<file path="src/iqt_pkg.sv">
// Shared types, constants and helpers for the input qualification tick block.
`timescale 1ns / 1ps

package iqt_pkg;

	// Effective status codes
	localparam logic [4:0] ST_OK       = 5'd0;
	localparam logic [4:0] ST_DISABLED = 5'd1;
	localparam logic [4:0] ST_LOS      = 5'd2;

	typedef enum logic [1:0] {
		QM_IGNORE = 2'd0,
		QM_DISQ   = 2'd1,
		QM_OK     = 2'd2
	} qual_mode_t;

	typedef enum logic [2:0] {
		REG_INPUT_VALID      = 3'd0,
		REG_INPUT_ENABLE     = 3'd1,
		REG_NO_STANDBY_INPUT = 3'd2,
		REG_CARD_ACTIVE      = 3'd3,
		REG_CHANNEL_NUMBER   = 3'd4,
		REG_QUALIFY_DELAY    = 3'd5,
		REG_DISQUALIFY_DELAY = 3'd6
	} cfg_reg_t;

	localparam int CFG_INDEX_W = 3;
	localparam int CFG_DATA_W  = 16;
	localparam int DELAY_RESET = 10;

	localparam logic [14:0] PHASE_TOP     = 15'h7000;
	localparam logic [14:0] PHASE_RESTART = 15'h0700;
	localparam logic [14:0] PHASE_MASK    = 15'h0fff;

	localparam logic [7:0] CC_RESET        = 8'd1;
	localparam logic [7:0] CC_ENABLE_WRITE = 8'd10;
	localparam logic [7:0] CC_DELAY_WRITE  = 8'd1;
	localparam logic [7:0] CW_STATUS_CHG   = 8'h02;
	localparam logic [7:0] CW_QUAL_CHG     = 8'h01;

	typedef struct packed {
		logic [4:0] raw_status;
		logic       is_active_input;
	} iqt_in_t;

	typedef struct packed {
		logic [4:0] status;
		logic [1:0] qual_state;
		logic [7:0] change_word;
	} iqt_out_t;

	typedef struct packed {
		logic       input_valid;
		logic       input_enable;
		logic       no_standby_input;
		logic       card_active;
		logic [3:0] channel_number;
	} iqt_cfg_t;

	// Side effects of a configuration transaction on the qualifier state
	typedef struct packed {
		logic enable_write;
		logic enabled_after;
		logic qual_delay_write;
		logic disq_delay_write;
	} iqt_cfg_evt_t;

	typedef struct packed {
		logic [4:0]  last_status;
		qual_mode_t  qual_mode;
		logic [7:0]  change_count;
		logic [14:0] phase_count;
	} iqt_state_t;

	function automatic logic [7:0] sat_inc(logic [7:0] v);
		return (v == 8'hff) ? v : v + 8'd1;
	endfunction

endpackage

</file>
<file path="src/iqt_cfg.sv">
// Configuration register file with change detection for the qualifier.
`timescale 1ns / 1ps

module iqt_cfg #(
	parameter int DELAY_BITS = 16
) (
	input  logic                                 clk,
	input  logic                                 arst_n,
	input  logic                                 wr_en,
	input  logic [iqt_pkg::CFG_INDEX_W-1:0]      wr_index,
	input  logic [iqt_pkg::CFG_DATA_W-1:0]       wr_data,
	output iqt_pkg::iqt_cfg_t                    cfg,
	output logic [DELAY_BITS-1:0]                qual_delay,
	output logic [DELAY_BITS-1:0]                disq_delay,
	output logic [DELAY_BITS-1:0]                delay_wdata,
	output iqt_pkg::iqt_cfg_evt_t                evt
);

	iqt_pkg::iqt_cfg_t       cfg_q;
	logic [DELAY_BITS-1:0]   qual_delay_q;
	logic [DELAY_BITS-1:0]   disq_delay_q;
	logic                    bit_w;
	logic                    new_valid;
	logic                    new_enable;

	assign bit_w       = wr_data[0];
	assign delay_wdata = DELAY_BITS'(wr_data);

	always_comb begin
		new_valid  = cfg_q.input_valid;
		new_enable = cfg_q.input_enable;
		evt        = '0;
		if (wr_en) begin
			unique case (wr_index)
				iqt_pkg::REG_INPUT_VALID: begin
					new_valid        = bit_w;
					evt.enable_write = (bit_w != cfg_q.input_valid);
				end
				iqt_pkg::REG_INPUT_ENABLE: begin
					new_enable       = bit_w;
					evt.enable_write = (bit_w != cfg_q.input_enable);
				end
				iqt_pkg::REG_QUALIFY_DELAY:
					evt.qual_delay_write = (delay_wdata != qual_delay_q);
				iqt_pkg::REG_DISQUALIFY_DELAY:
					evt.disq_delay_write = (delay_wdata != disq_delay_q);
				default: begin
				end
			endcase
		end
		evt.enabled_after = new_valid & new_enable;
	end

	always_ff @(posedge clk or negedge arst_n) begin
		if (!arst_n) begin
			cfg_q        <= '0;
			qual_delay_q <= DELAY_BITS'(iqt_pkg::DELAY_RESET);
			disq_delay_q <= DELAY_BITS'(iqt_pkg::DELAY_RESET);
		end else if (wr_en) begin
			unique case (wr_index)
				iqt_pkg::REG_INPUT_VALID:      cfg_q.input_valid      <= bit_w;
				iqt_pkg::REG_INPUT_ENABLE:     cfg_q.input_enable     <= bit_w;
				iqt_pkg::REG_NO_STANDBY_INPUT: cfg_q.no_standby_input <= bit_w;
				iqt_pkg::REG_CARD_ACTIVE:      cfg_q.card_active      <= bit_w;
				iqt_pkg::REG_CHANNEL_NUMBER:   cfg_q.channel_number   <= wr_data[3:0];
				iqt_pkg::REG_QUALIFY_DELAY:    qual_delay_q           <= delay_wdata;
				iqt_pkg::REG_DISQUALIFY_DELAY: disq_delay_q           <= delay_wdata;
				default: begin
				end
			endcase
		end
	end

	assign cfg        = cfg_q;
	assign qual_delay = qual_delay_q;
	assign disq_delay = disq_delay_q;

endmodule

</file>
<file path="src/iqt_step.sv">
// Per-tick next-state and result logic: effective status, qualifier and activity counter.
`timescale 1ns / 1ps

module iqt_step #(
	parameter int DELAY_BITS = 16
) (
	input  iqt_pkg::iqt_in_t       item,
	input  iqt_pkg::iqt_cfg_t      cfg,
	input  logic [DELAY_BITS-1:0]  qual_delay,
	input  logic [DELAY_BITS-1:0]  disq_delay,
	input  iqt_pkg::iqt_state_t    state,
	input  logic [DELAY_BITS-1:0]  qual_cnt,
	input  logic [DELAY_BITS-1:0]  disq_cnt,
	output iqt_pkg::iqt_state_t    state_nxt,
	output logic [DELAY_BITS-1:0]  qual_cnt_nxt,
	output logic [DELAY_BITS-1:0]  disq_cnt_nxt,
	output iqt_pkg::iqt_out_t      result
);

	logic                 enabled;
	logic [4:0]           eff_status;
	logic [7:0]           status_ret;
	logic [7:0]           cc_a;
	logic [7:0]           cc_b;
	logic [7:0]           cc_c;
	logic [7:0]           qual_ret;
	iqt_pkg::qual_mode_t  mode_nxt;
	logic [14:0]          phase_inc;
	logic [14:0]          phase_nxt;
	logic                 phase_hit;
	logic [4:0]           status_out;

	always_comb begin
		enabled = cfg.input_valid & cfg.input_enable;
		if (!enabled)
			eff_status = iqt_pkg::ST_DISABLED;
		else if (!cfg.card_active && cfg.no_standby_input)
			eff_status = item.is_active_input ? iqt_pkg::ST_OK : iqt_pkg::ST_DISABLED;
		else
			eff_status = item.raw_status;

		if (eff_status != state.last_status) begin
			status_ret = iqt_pkg::CW_STATUS_CHG;
			cc_a       = iqt_pkg::sat_inc(state.change_count);
		end else begin
			status_ret = '0;
			cc_a       = state.change_count;
		end

		// Qualifier: returns a flag, zero, or the activity count seen so far.
		mode_nxt     = state.qual_mode;
		qual_cnt_nxt = qual_cnt;
		disq_cnt_nxt = disq_cnt;
		cc_b         = cc_a;
		qual_ret     = cc_a;
		if (!enabled || eff_status == iqt_pkg::ST_DISABLED) begin
			if (state.qual_mode != iqt_pkg::QM_IGNORE) begin
				mode_nxt = iqt_pkg::QM_IGNORE;
				qual_ret = iqt_pkg::CW_QUAL_CHG;
			end
		end else begin
			unique case (state.qual_mode)
				iqt_pkg::QM_OK: begin
					if (eff_status == iqt_pkg::ST_OK) begin
						disq_cnt_nxt = disq_delay;
					end else if (disq_cnt != '0) begin
						disq_cnt_nxt = disq_cnt - DELAY_BITS'(1);
					end else begin
						mode_nxt     = iqt_pkg::QM_DISQ;
						qual_cnt_nxt = qual_delay;
						cc_b         = iqt_pkg::sat_inc(cc_a);
						qual_ret     = iqt_pkg::CW_QUAL_CHG;
					end
				end
				iqt_pkg::QM_DISQ: begin
					if (eff_status != iqt_pkg::ST_OK) begin
						qual_cnt_nxt = qual_delay;
						qual_ret     = '0;
					end else if (qual_cnt != '0) begin
						qual_cnt_nxt = qual_cnt - DELAY_BITS'(1);
					end else begin
						mode_nxt     = iqt_pkg::QM_OK;
						disq_cnt_nxt = disq_delay;
						cc_b         = iqt_pkg::sat_inc(cc_a);
						qual_ret     = iqt_pkg::CW_QUAL_CHG;
					end
				end
				iqt_pkg::QM_IGNORE: begin
					qual_cnt_nxt = qual_delay;
					disq_cnt_nxt = disq_delay;
					mode_nxt     = iqt_pkg::QM_DISQ;
					cc_b         = iqt_pkg::sat_inc(cc_a);
					qual_ret     = iqt_pkg::CW_QUAL_CHG;
				end
				default: begin
					mode_nxt = iqt_pkg::QM_IGNORE;
					cc_b     = iqt_pkg::sat_inc(cc_a);
					qual_ret = iqt_pkg::CW_QUAL_CHG;
				end
			endcase
		end

		status_out = (mode_nxt == iqt_pkg::QM_OK) ? iqt_pkg::ST_OK : eff_status;

		// The phase counter laps from its top back to the restart point, never to zero.
		phase_inc = state.phase_count + 15'd1;
		phase_nxt = (phase_inc >= iqt_pkg::PHASE_TOP) ? iqt_pkg::PHASE_RESTART : phase_inc;
		phase_hit = ((phase_nxt & iqt_pkg::PHASE_MASK) == {3'b000, cfg.channel_number, 8'h00});

		if (phase_hit)
			cc_c = iqt_pkg::sat_inc(cc_b);
		else if (cc_b != '0)
			cc_c = cc_b - 8'd1;
		else
			cc_c = cc_b;

		state_nxt.last_status  = status_out;
		state_nxt.qual_mode    = mode_nxt;
		state_nxt.change_count = cc_c;
		state_nxt.phase_count  = phase_nxt;

		result.status      = status_out;
		result.qual_state  = mode_nxt;
		result.change_word = status_ret | qual_ret | cc_c;
	end

endmodule

</file>
<file path="src/input_qualification_tick_core.sv">
// Top level of the input qualification tick block: pipeline, state registers and config port.
`timescale 1ns / 1ps

// Input qualification tick for one timing-reference channel.
// Each transaction on the input channel (in_valid, in_stall, in_data) is one tick and
// yields exactly one result transaction on the output channel (out_valid, out_stall,
// out_data) carrying the effective status, qualifier state and change word.
// An accepted tick is captured in an input register; once the result register has room
// the qualifier logic evaluates it, updates the channel state and loads the result
// register, which offers it on the output channel.
// Throughput is one tick per cycle through a single qualifier, while out_stall is low.
// A result waiting in the output register does not block the input register, so one
// further tick is taken while the receiver stalls; in_stall rises only when both
// registers hold work, and it follows out_stall in that case.
// The configuration port (cfg_valid, cfg_ready, cfg_index, cfg_data) is always ready.
// Registers must be written by the user only while the block is idle; the block does not
// enforce it. Enable and delay writes that change a value also adjust the qualifier and its
// activity counter. Reset clears both registers' valid flags, loads the default
// configuration, puts the qualifier in the ignore state with loss of signal as the last status.
module input_qualification_tick_core #(
	parameter int DELAY_BITS = 16
) (
	input  logic                              clk,
	input  logic                              arst_n,
	input  logic                              in_valid,
	output logic                              in_stall,
	input  iqt_pkg::iqt_in_t                  in_data,
	output logic                              out_valid,
	input  logic                              out_stall,
	output iqt_pkg::iqt_out_t                 out_data,
	input  logic                              cfg_valid,
	output logic                              cfg_ready,
	input  logic [iqt_pkg::CFG_INDEX_W-1:0]   cfg_index,
	input  logic [iqt_pkg::CFG_DATA_W-1:0]    cfg_data
);

	iqt_pkg::iqt_cfg_t      cfg;
	iqt_pkg::iqt_cfg_evt_t  evt;
	logic [DELAY_BITS-1:0]  qual_delay;
	logic [DELAY_BITS-1:0]  disq_delay;
	logic [DELAY_BITS-1:0]  delay_wdata;

	iqt_pkg::iqt_in_t       item_s1;
	logic                   valid_s1;
	iqt_pkg::iqt_out_t      out_data_q;
	logic                   out_valid_q;
	logic                   advance;

	iqt_pkg::iqt_state_t    state_q;
	logic [DELAY_BITS-1:0]  qual_cnt_q;
	logic [DELAY_BITS-1:0]  disq_cnt_q;
	iqt_pkg::iqt_state_t    state_nxt;
	logic [DELAY_BITS-1:0]  qual_cnt_nxt;
	logic [DELAY_BITS-1:0]  disq_cnt_nxt;
	iqt_pkg::iqt_out_t      result;

	assign cfg_ready = 1'b1;

	iqt_cfg #(
		.DELAY_BITS (DELAY_BITS)
	) u_cfg (
		.clk         (clk),
		.arst_n      (arst_n),
		.wr_en       (cfg_valid & cfg_ready),
		.wr_index    (cfg_index),
		.wr_data     (cfg_data),
		.cfg         (cfg),
		.qual_delay  (qual_delay),
		.disq_delay  (disq_delay),
		.delay_wdata (delay_wdata),
		.evt         (evt)
	);

	iqt_step #(
		.DELAY_BITS (DELAY_BITS)
	) u_step (
		.item         (item_s1),
		.cfg          (cfg),
		.qual_delay   (qual_delay),
		.disq_delay   (disq_delay),
		.state        (state_q),
		.qual_cnt     (qual_cnt_q),
		.disq_cnt     (disq_cnt_q),
		.state_nxt    (state_nxt),
		.qual_cnt_nxt (qual_cnt_nxt),
		.disq_cnt_nxt (disq_cnt_nxt),
		.result       (result)
	);

	assign advance  = valid_s1 & (~out_valid_q | ~out_stall);
	assign in_stall = valid_s1 & ~advance;

	always_ff @(posedge clk or negedge arst_n) begin
		if (!arst_n) begin
			valid_s1    <= 1'b0;
			out_valid_q <= 1'b0;
		end else begin
			if (!in_stall)
				valid_s1 <= in_valid;
			if (advance)
				out_valid_q <= 1'b1;
			else if (!out_stall)
				out_valid_q <= 1'b0;
		end
	end

	always_ff @(posedge clk) begin
		if (in_valid && !in_stall)
			item_s1 <= in_data;
		if (advance)
			out_data_q <= result;
	end

	// Config side effects take a tick's place; the user keeps both from coinciding, unenforced.
	always_ff @(posedge clk or negedge arst_n) begin
		if (!arst_n) begin
			state_q.last_status  <= iqt_pkg::ST_LOS;
			state_q.qual_mode    <= iqt_pkg::QM_IGNORE;
			state_q.change_count <= iqt_pkg::CC_RESET;
			state_q.phase_count  <= '0;
			qual_cnt_q           <= DELAY_BITS'(iqt_pkg::DELAY_RESET);
			disq_cnt_q           <= DELAY_BITS'(iqt_pkg::DELAY_RESET);
		end else if (evt.enable_write) begin
			state_q.change_count <= iqt_pkg::CC_ENABLE_WRITE;
			if (!evt.enabled_after)
				state_q.qual_mode <= iqt_pkg::QM_IGNORE;
		end else if (evt.qual_delay_write) begin
			state_q.change_count <= iqt_pkg::CC_DELAY_WRITE;
			if (qual_cnt_q > delay_wdata)
				qual_cnt_q <= delay_wdata;
		end else if (evt.disq_delay_write) begin
			state_q.change_count <= iqt_pkg::CC_DELAY_WRITE;
			if (disq_cnt_q > delay_wdata)
				disq_cnt_q <= delay_wdata;
		end else if (advance) begin
			state_q    <= state_nxt;
			qual_cnt_q <= qual_cnt_nxt;
			disq_cnt_q <= disq_cnt_nxt;
		end
	end

	assign out_valid = out_valid_q;
	assign out_data  = out_data_q;

	a_qualified_reports_ok: assert property (@(posedge clk) disable iff (!arst_n)
		out_valid && out_data.qual_state == iqt_pkg::QM_OK |-> out_data.status == iqt_pkg::ST_OK)
		else $error("qualified result does not report OK status");

	a_phase_in_range: assert property (@(posedge clk) disable iff (!arst_n)
		state_q.phase_count < iqt_pkg::PHASE_TOP)
		else $error("phase counter beyond its lap");

	a_qual_cnt_bounded: assert property (@(posedge clk) disable iff (!arst_n)
		qual_cnt_q <= qual_delay)
		else $error("qualify counter exceeds qualify delay");

	a_disq_cnt_bounded: assert property (@(posedge clk) disable iff (!arst_n)
		disq_cnt_q <= disq_delay)
		else $error("disqualify counter exceeds disqualify delay");

	a_stall_only_when_full: assert property (@(posedge clk) disable iff (!arst_n)
		in_stall |-> valid_s1 && out_valid_q && out_stall)
		else $error("input stalled while the pipeline has room");

endmodule

</file>
<file path="config.mk">
export PLATFORM = sky130hd
export DESIGN_NAME = input_qualification_tick_core
export DESIGN_NICKNAME = d
export VERILOG_FILES = /design/src/iqt_pkg.sv /design/src/iqt_cfg.sv /design/src/iqt_step.sv /design/src/input_qualification_tick_core.sv
export SDC_FILE = /design/constraint.sdc
export NUM_CORES = 1
export LEC_CHECK = 0
export BUFFER_PORTS_ARGS = -buffer_cell sky130_fd_sc_hd__buf_4
export CAP_MARGIN = 10
export CORE_UTILIZATION = 40
export DETAILED_ROUTE_END_ITERATION = 7
export HOLD_SLACK_MARGIN = 0.08
export PLACE_DENSITY = 0.67
export SLEW_MARGIN = 5
export SYNTH_ARGS = -nofsm -noshare
export SYNTH_HDL_FRONTEND = slang
export SYNTH_SLANG_ARGS = --single-unit
</file>
<file path="constraint.sdc">
create_clock -name clk -period 6.5 [get_ports clk]
set_input_delay 0.325 -clock clk [delete_from_list [all_inputs] [get_ports clk]]
set_output_delay 0.325 -clock clk [all_outputs]
set_load 0.01 [all_outputs]
</file>
== Word-level counts from Yosys, hierarchy flattened ==
Index checks and enable logic that the tools add are counted.
Widths: inputs -> output; s select.

* Register bits: 125
* Input bits: 30
* Output and inout port bits: 18
* Logic and storage cells: 175

* Add/sub/neg operators: 7
* $lt $le $gt $ge: 3
* Equality and inequality tests: 34
* Mux-type cells: 69
* Bitwise gates (word level): 13
* Reduce and logical (&&, ||, !) cells: 29

{| class="wikitable"
|+ Operator list
! kind !! number
|-
| $mux 16 || 17
|-
| $mux 8 || 19
|-
| $pmux 16 s3 || 2
|-
| $gt 16x16->1 || 2
|-
| $ne 16x16->1 || 2
|-
| $pmux 8 s2 || 2
|-
| $reduce_bool 16->1 || 2
|-
| $sub 16x1->16 const B || 2
|-
| $mux 25 || 1
|-
| $add 8x1->8 const B || 3
|-
| $eq 8x8->1 const B || 3
|-
| $mux 2 || 11
|-
| $reduce_and 9->1 || 2
|-
| $add 15x1->15 const B || 1
|-
| $ge 15x15->1 const B || 1
|-
| $mux 15 || 1
|-
| $mux 5 || 3
|-
| $eq 12x12->1 || 1
|-
| $ne 2x1->1 const B || 6
|-
| $ne 3x3->1 const B || 4
|-
| $reduce_bool 4->1 || 3
|-
| $mux 1 || 10
|-
| $mux 10 || 1
|-
| $reduce_and 2->1 || 5
|-
| other kinds (28) || 51
|}

== Longest topological paths before layout ==
Gate-level depths: netlist (run 1).

* Depth after elaboration: 19
* Gate-level depth with buffers: 22
* Gate-level depth less buffers: 21

== Hierarchy ==
Synthesis (run 1) repeated with hierarchy kept, for this count alone.

* Cells, all modules: 1126
* Area, all modules: 10498.8 um^2

{| class="wikitable"
|+ By module, submodules not included
! module !! instances !! cells each !! area each (um^2) !! sequential area each (um^2)
|-
| input_qualification_tick_core || 1 || 313 || 4241.6 || 2239.6
|-
| iqt_step || 1 || 653 || 4061.4 || 0.0
|-
| iqt_cfg || 1 || 160 || 2195.9 || 1006.0
|}

== Worst setup path before layout (run 1) ==
Ideal clock, no wire load.

* Kind: register -> register
* Start point: register u_cfg.cfg_q, in the netlist u_cfg.cfg[5]
* End point: register out_data_q, in the netlist out_data[1], data pin
* Setup time: 0.261 ns
* Arrival: 4.355 ns
* Data required time: 6.239 ns
* Slack: 1.884 ns
* Cell stages (with the launch flop): 22
* Path buffers: 1
* Period minus slack after synthesis: 4.616 ns
* Path through: dfrtp_1 nor2b_1 buf_6 o31a_1 nor4_4 nand3_4 nand2_1 xor2_1 inv_1 ha_1 inv_1 a211oi_2 nand4_2 mux2i_1 nor3_4 inv_1 ha_1 nand3_1 a21oi_1 a41oi_2 a211o_1 a221o_1

{| class="wikitable"
|+ RTL lines
! what !! line !! source
|-
| from (decl) || iqt_cfg.sv:19 || <nowiki>iqt_pkg::iqt_cfg_t cfg_q;</nowiki>
|-
| to (signal assigned) || input_qualification_tick_core.sv:111 || <nowiki>out_data_q <= result;</nowiki>
|-
| to (decl) || input_qualification_tick_core.sv:45 || <nowiki>iqt_pkg::iqt_out_t out_data_q;</nowiki>
|}

==> results of run 1 <==
[state kept, by name (all words and copies together) (netlist names)]
name / flops
state_q: 30
disq_cnt_q: 16
qual_cnt_q: 16
u_cfg.disq_delay: 16
u_cfg.qual_delay: 16
out_data: 15
u_cfg.cfg: 8
item_s1: 6
out_valid: 1
valid_s1: 1
[how the worst max path moves through the flow]
stage                      start           to  slack, ps  cells past startpoint
floorplan           u_cfg.cfg[5]  out_data[1]       1880                     21
global placement    u_cfg.cfg[5]  out_data[1]       1490                     20
detailed placement  u_cfg.cfg[5]  out_data[2]       1360                     21
CTS                 u_cfg.cfg[5]  out_data[1]       1350                     20
global route        u_cfg.cfg[5]  out_data[2]        820                     21
finish              u_cfg.cfg[5]  out_data[2]       1310                     21
[report_power, final]
| group | leakage (nW) | switching, mW | internal (mW) |
|---|---|---|---|
| sequential | 1.50 | 0.283 | 1.05 |
| combinational | 2.42 | 1.11 | 0.804 |
| clock | 0.282 | 0.384 | 0.602 |
| total | 4.20 | 1.77 | 2.45 |
[cells in the mapped netlist (all sizes together), types with 11 or more instances]
library cell and instances:
a21o 12, nand2 127, nand3 38, a21oi 77, clkbuf 43, inv 43
xnor2 58, mux2 16, nand4 28, and3 13, mux2i 12, nor2 94
nor4 22, nor3 28, o21ai 105, a211oi 19, edfxtp 21, dfrtp 94
o22ai 11, ha 44, xor2 13
[layout make-up]
cell class | instances | area [µm²] | area share (%)
clock inverter | 14 | 170.2 | 1.646
inverter | 44 | 165.2 | 1.597
multi-input combinational | 850 | 5480 | 53.01
timing repair buffer | 64 | 498.0 | 4.817
tap | 280 | 350.3 | 3.389
clock buffer | 18 | 429.2 | 4.151
sequential | 125 | 3246 | 31.39
[logic make-up after synthesis]
| group | share of synthesized area (%) |
|---|---|
| AND/OR/NAND/NOR | 23.02 |
| AO/OA/AOI/OAI | 20.85 |
| other | 0.04129 |
| adder cells (fa/ha/maj) | 6.062 |
| buffers and inverters | 3.968 |
| flip-flops | 35.74 |
| multiplexers | 3.389 |
| XOR/XNOR | 6.930 |
[per-stage QoR]
stage	total power [mW]	cell area [µm²]	hold WS, ps	instances
2_1_floorplan	2.710	9081	29.41	1067
3_3_place_gp	3.176	9669	360.7	1356
3_5_place_dp	3.208	9669	362.1	1356
4_1_cts	4.213	10340	97.33	1395
5_1_grt	4.537	10340	115.9	1395
6_report	4.226	10340	98.33	1395
[worst max-delay path: cells and delay by family (launching register included)]
family          cells  cell delay (ps)
buf+inv             3              240
flops               1              410
mux                 1              190
simple gates        8             2190
xor+xnor            2              350
compound gates      5             1150
fa+ha+maj           2              350
[layer usage]
layer	global-route usage (%)	vias to the layer above
met5	0	-
met1	29.70	3868
met4	7.456	0
met3	3.555	38
li1	-	3948
met2	36.02	228
==> flow_summary.toml, run 1 <==
[floorplan]
rows = 54
initial_core_util_pct = 41.23
dieArea_um2 = 23310
ios = 48
fp.dieH_um = 152.7
die-width_um = 152.7
core_area_um2 = 22030

[worst_setup_path]
endpoint_kind = "flip-flop"
worstPathRequired_ps = 6650
critical_path.max_fanout = 8
cp_cell_sequence = "nor2b_1, nor4_1, nor4_4, nand3_4, nand2_1, xor2_1, inv_1, ha_1, inv_1, a211oi_2, nand4_2, mux2i_1, nor3_4, ha_1, inv_1, a21oi_1, nand4_1, o31ai_4, o2bb2ai_1, xnor2_1, o21ai_0"
slowest_delay_ps = 550
slowest_stage = "nor4_4"
crit_type = "flip-flop to flip-flop"
start_kind = "flip-flop"
crit_top_cell = "inv_1"
r2r_cells = 21
reg2reg_slack_ps = 1310
worst_r2r_startpoint = "u_cfg.cfg[5]"
r2r-end = "out_data[2]"
cp.arrival_ps = 5350

[clocking]
cts.hold.buffers_added = 7
clk_path_buf_depth = 2
root_buffer = "clkbuf_16"
post_cts_buffers = 0
cts_tree = "built"
h-tree-depth = 4
clock-sinks = 125
post_cts_resized = 0
clock_latency_ps = 440
path_clk_slew_ps = 60
cts_buffers = 17

[yosys]
synth_flop_cell = "dfrtp_1"
synth_seq_area_share_pct = 35.74
syn-cell-area_um2 = 9081
synth_cell_type_count = 91
syn_nets = 1141
avgSynthCellArea_um2 = 8.511
syn_inst = 1067
yosys_warnings = 0
ys_ff_latch = 125
synth_area_leaders = "dfrtp_1 (26%), edfxtp_1 (6.9%), ha_1 (6.1%), o21ai_0 (5.7%), xnor2_1 (5.6%)"
synth-edff-count = 21
async_flop_share_pct = 83.20
synth.largest_area_cell = "dfrtp_1"
netlist.area_leader.share_pct = 25.90

[sta]
min_period_over_period_pct = 79.91
finalCriticalPeriod_ps = 5194
fin_skew_ps = 13.12
fmax_ghz = 0.1925
finalSetupViolations = 0
finalWorstSetupSlack_ps = 1306
worstMarginPinSlew_ps = 1084
tns_ps = 0
relSlewSlack_pct = 27.73
grt_setup_unrepaired = "no"
slew_viol_final = 0
hold_viol_final = 0

[global_routing]
antenna_found_initial = 0
track_usage_pct = 22.08
grt_pass1_vias = 7796
grt_max_degree = 61
grt_pass1_wl_um = 41140
overflow = 0

[layout]
syn_to_final_growth_pct = 13.85
drive_gt1_share_pct = 13.72
layout_commonest_cell = "nand2_1"
fill_cells = 2112
antennaDiodeCount = 0
post-route-util_pct = 46.94
nets = 1176
mostFrequentLayoutCells = "nand2_1 (126), o21ai_0 (104), dfrtp_1 (94)"

[drt]
dr.max_layer_used = "met4"
routedWlPerCell_um = 17.85
num_vias = 8082
routed-wl-met2_um = 11640
antenna_left = 0
viasPerCell = 5.794
drt_first_pass_iters = 8
met1_length_um = 11560
route.detailed.drc = 4
routed-wl-met3_um = 1158
routed_wl_um = 24900
drtIter0Drc = 604

[run]
max_cap_violations = 0

[min_path]
min_from = "in_valid"
hold_path.class = "primary input to flip-flop"
hold_end = "valid_s1"
hold_depth = 2

[placed_design]
place_ws_ps = 1365
place_congestion = 0.8913
hpwl_um = 17890
port_buffers = 46

[status]
status = "complete, but fails checks"
violations = "design-rule violations"

[pwr]
p_leak_nw = 4.201
p_per_area_nw_per_um2 = 408.7
irDropWorstVdd_uv = 192.0
Note: power is estimated with default switching activity, not from simulation.
==> run 2: changes to the inputs <==
==> constraint.sdc (replaced) <==
create_clock -name clk -period 4.9 [get_ports clk]
set_input_delay 0.245 -clock clk [delete_from_list [all_inputs] [get_ports clk]]
set_output_delay 0.245 -clock clk [all_outputs]
set_load 0.01 [all_outputs]
==> run 2 against run 1 <==
Against the previous run:
- the flow still finishes with violations (design-rule violations)
- count of clock-buffer cells in the layout up 2
- final area rose by 2.1%
- sequential share of layout area decreased by 0.64 points
- largest cell class unchanged
==> flow_summary.toml, run 2 (synthesis results as in run 1) <==
[sta]
relSlewSlack_pct = 32.94
slew_viol_final = 0
finalSetupViolations = 0
min_period_over_period_pct = 95.46
worstMarginPinSlew_ps = 1002
fin_skew_ps = 12.27
tns_ps = 0
fmax_ghz = 0.2138
hold_viol_final = 0
finalCriticalPeriod_ps = 4678

[pwr]
combPwrFrac_pct = 46.6
p_leak_nw = 4.308
power_frac_clock_pct = 22.5
p_int_mw = 3.320
seq_power_share_pct = 30.9
p_per_area_nw_per_um2 = 541.2
p_switching_mw = 2.393
irDropWorstVdd_uv = 242.8
swShare_pct = 41.88

[floorplan]
rows = 54
initial_core_util_pct = 41.23
core_area_um2 = 22030
dieArea_um2 = 23310
die-width_um = 152.7
fp.dieH_um = 152.7
ios = 48

[placed_design]
place_congestion = 0.9326
hpwl_um = 18260
place_inst = 1374
placed_cell_area_um2 = 9804
port_buffers = 46

[drt]
route.detailed.drc = 6
routed_wl_um = 25370
viasPerCell = 5.807
drt_first_pass_iters = 7
num_vias = 8235
drtIter0Drc = 519
antenna_left = 0
routedWlPerCell_um = 17.89

[worst_setup_path]
worstPathRequired_ps = 5060
crit_type = "flip-flop to flip-flop"
start_kind = "flip-flop"
critical_path.max_fanout = 6
cp_cell_sequence = "nand2b_4, and4_1, nor4_4, nand3_4, nand2_2, mux2_2, ha_2, inv_2, a211oi_4, nand4_2, mux2i_2, nor3_4, buf_6, ha_1, inv_1, a21oi_2, nand4_1, buf_4, o31a_1, a31oi_1, xor2_1, o21ai_0"
cp_top_family = "simple AND/OR/NAND/NOR gates"
cp_num_buf_inv = 4
slowest_delay_ps = 430
endpoint_kind = "flip-flop"
slowest_stage = "dfrtp_1"
cp.arrival_ps = 4840

[status]
status = "complete, but fails checks"
violations = "design-rule violations"

[global_routing]
grt_pass1_wl_um = 40750
overflow = 0
track_usage_pct = 22.11
antenna_found_initial = 0
grt_max_degree = 70
grt_pass1_vias = 7592

[clocking]
h-tree-depth = 4
clk_path_buf_depth = 2
cts_tree = "built"
root_buffer = "clkbuf_16"
clock-sinks = 125
cts_buffers = 17
clock_latency_ps = 430
path_clk_slew_ps = 60

[layout]
antennaDiodeCount = 0
layout_commonest_cell = "nand2_1"
nets = 1199
largest_reg_flops = 30
drive_gt1_share_pct = 15.99
stdcell_count = 1418
postLayoutCellArea_um2 = 10560
largest-register = "state_q"
syn_to_final_growth_pct = 16.23
mostFrequentLayoutCells = "nand2_1 (125), o21ai_0 (104), dfrtp_1 (94)"

[run]
max_cap_violations = 0

[min_path]
hold_path.class = "primary input to flip-flop"
==> run 2: changes by cell type in the layout (fill, tap and decap cells not counted), moves of 2 or more <==
cell | before | now
buf_4 | 57 | 77
clkbuf_8 | 0 | 2
clkinvlp_4 | 4 | 2
dlygate4sd3_1 | 7 | 9
==> run 2: per-stage QoR <==
stage               hold slack, ps  util [%]  power (mW)  worst slack [ps]
global route                 120.1     47.92       6.122            -18.11
global placement             426.2     44.51       4.296             247.2
finish                       130.9     47.92       5.712             222.4
CTS                          129.5     47.62       5.647             7.027
detailed placement           425.4     44.51       4.338             15.53
floorplan                   -50.59         -       3.594             284.3
==> run 2: cell type report <==
cell class / instances / area [µm²]
fill: 2103 / 11470
multi-input combinational: 850 / 5520
sequential: 125 / 3246
timing repair buffer: 87 / 679.4
clock buffer: 20 / 456.7
tap: 280 / 350.3
inverter: 44 / 165.2
clock inverter: 12 / 137.6
==> run 2: what timing repair did <==
action,in CTS,in global routing
buffers inserted,0,3
gates resized for setup,0,13
endpoints found under the hold margin,75,0
endpoints found under the setup margin,0,13
hold buffers,9,0
==> run 2: final timing paths <==
check | start | endpoint | slack, ps | cells after the start
max in group asynchronous | arst_n | disq_cnt_q[1] | 3320 | 3
max | u_cfg.cfg[4] | out_data[4] | 220 | 22
max reg2reg | u_cfg.cfg[4] | out_data[4] | 220 | 22
min in group asynchronous | arst_n | state_q[19] | 490 | 2
min reg2reg | valid_s1 | out_valid | 480 | 1
min | cfg_data[2] | u_cfg.cfg[2] | 130 | 2
==> run 2: metal layers <==
| layer | track usage (%) | vias up | wire length [µm] |
|---|---|---|---|
| met5 | 0 | - | 0 |
| met4 | 8.177 | 0 | 658 |
| met3 | 4.352 | 45 | 1382 |
| met2 | 34.80 | 271 | 11640 |
| met1 | 30.00 | 3912 | 11690 |
| li1 | - | 4007 | - |
==> run 2: power groups by stage <==
stage	clock network, mW	registers, mW	logic [mW]
after floorplan	0	1.68	1.91
final	1.29	1.76	2.66
after global routing	1.35	1.81	2.96
after detailed placement	0	1.77	2.57
after global placement	0	1.76	2.53
after CTS	1.30	1.76	2.59
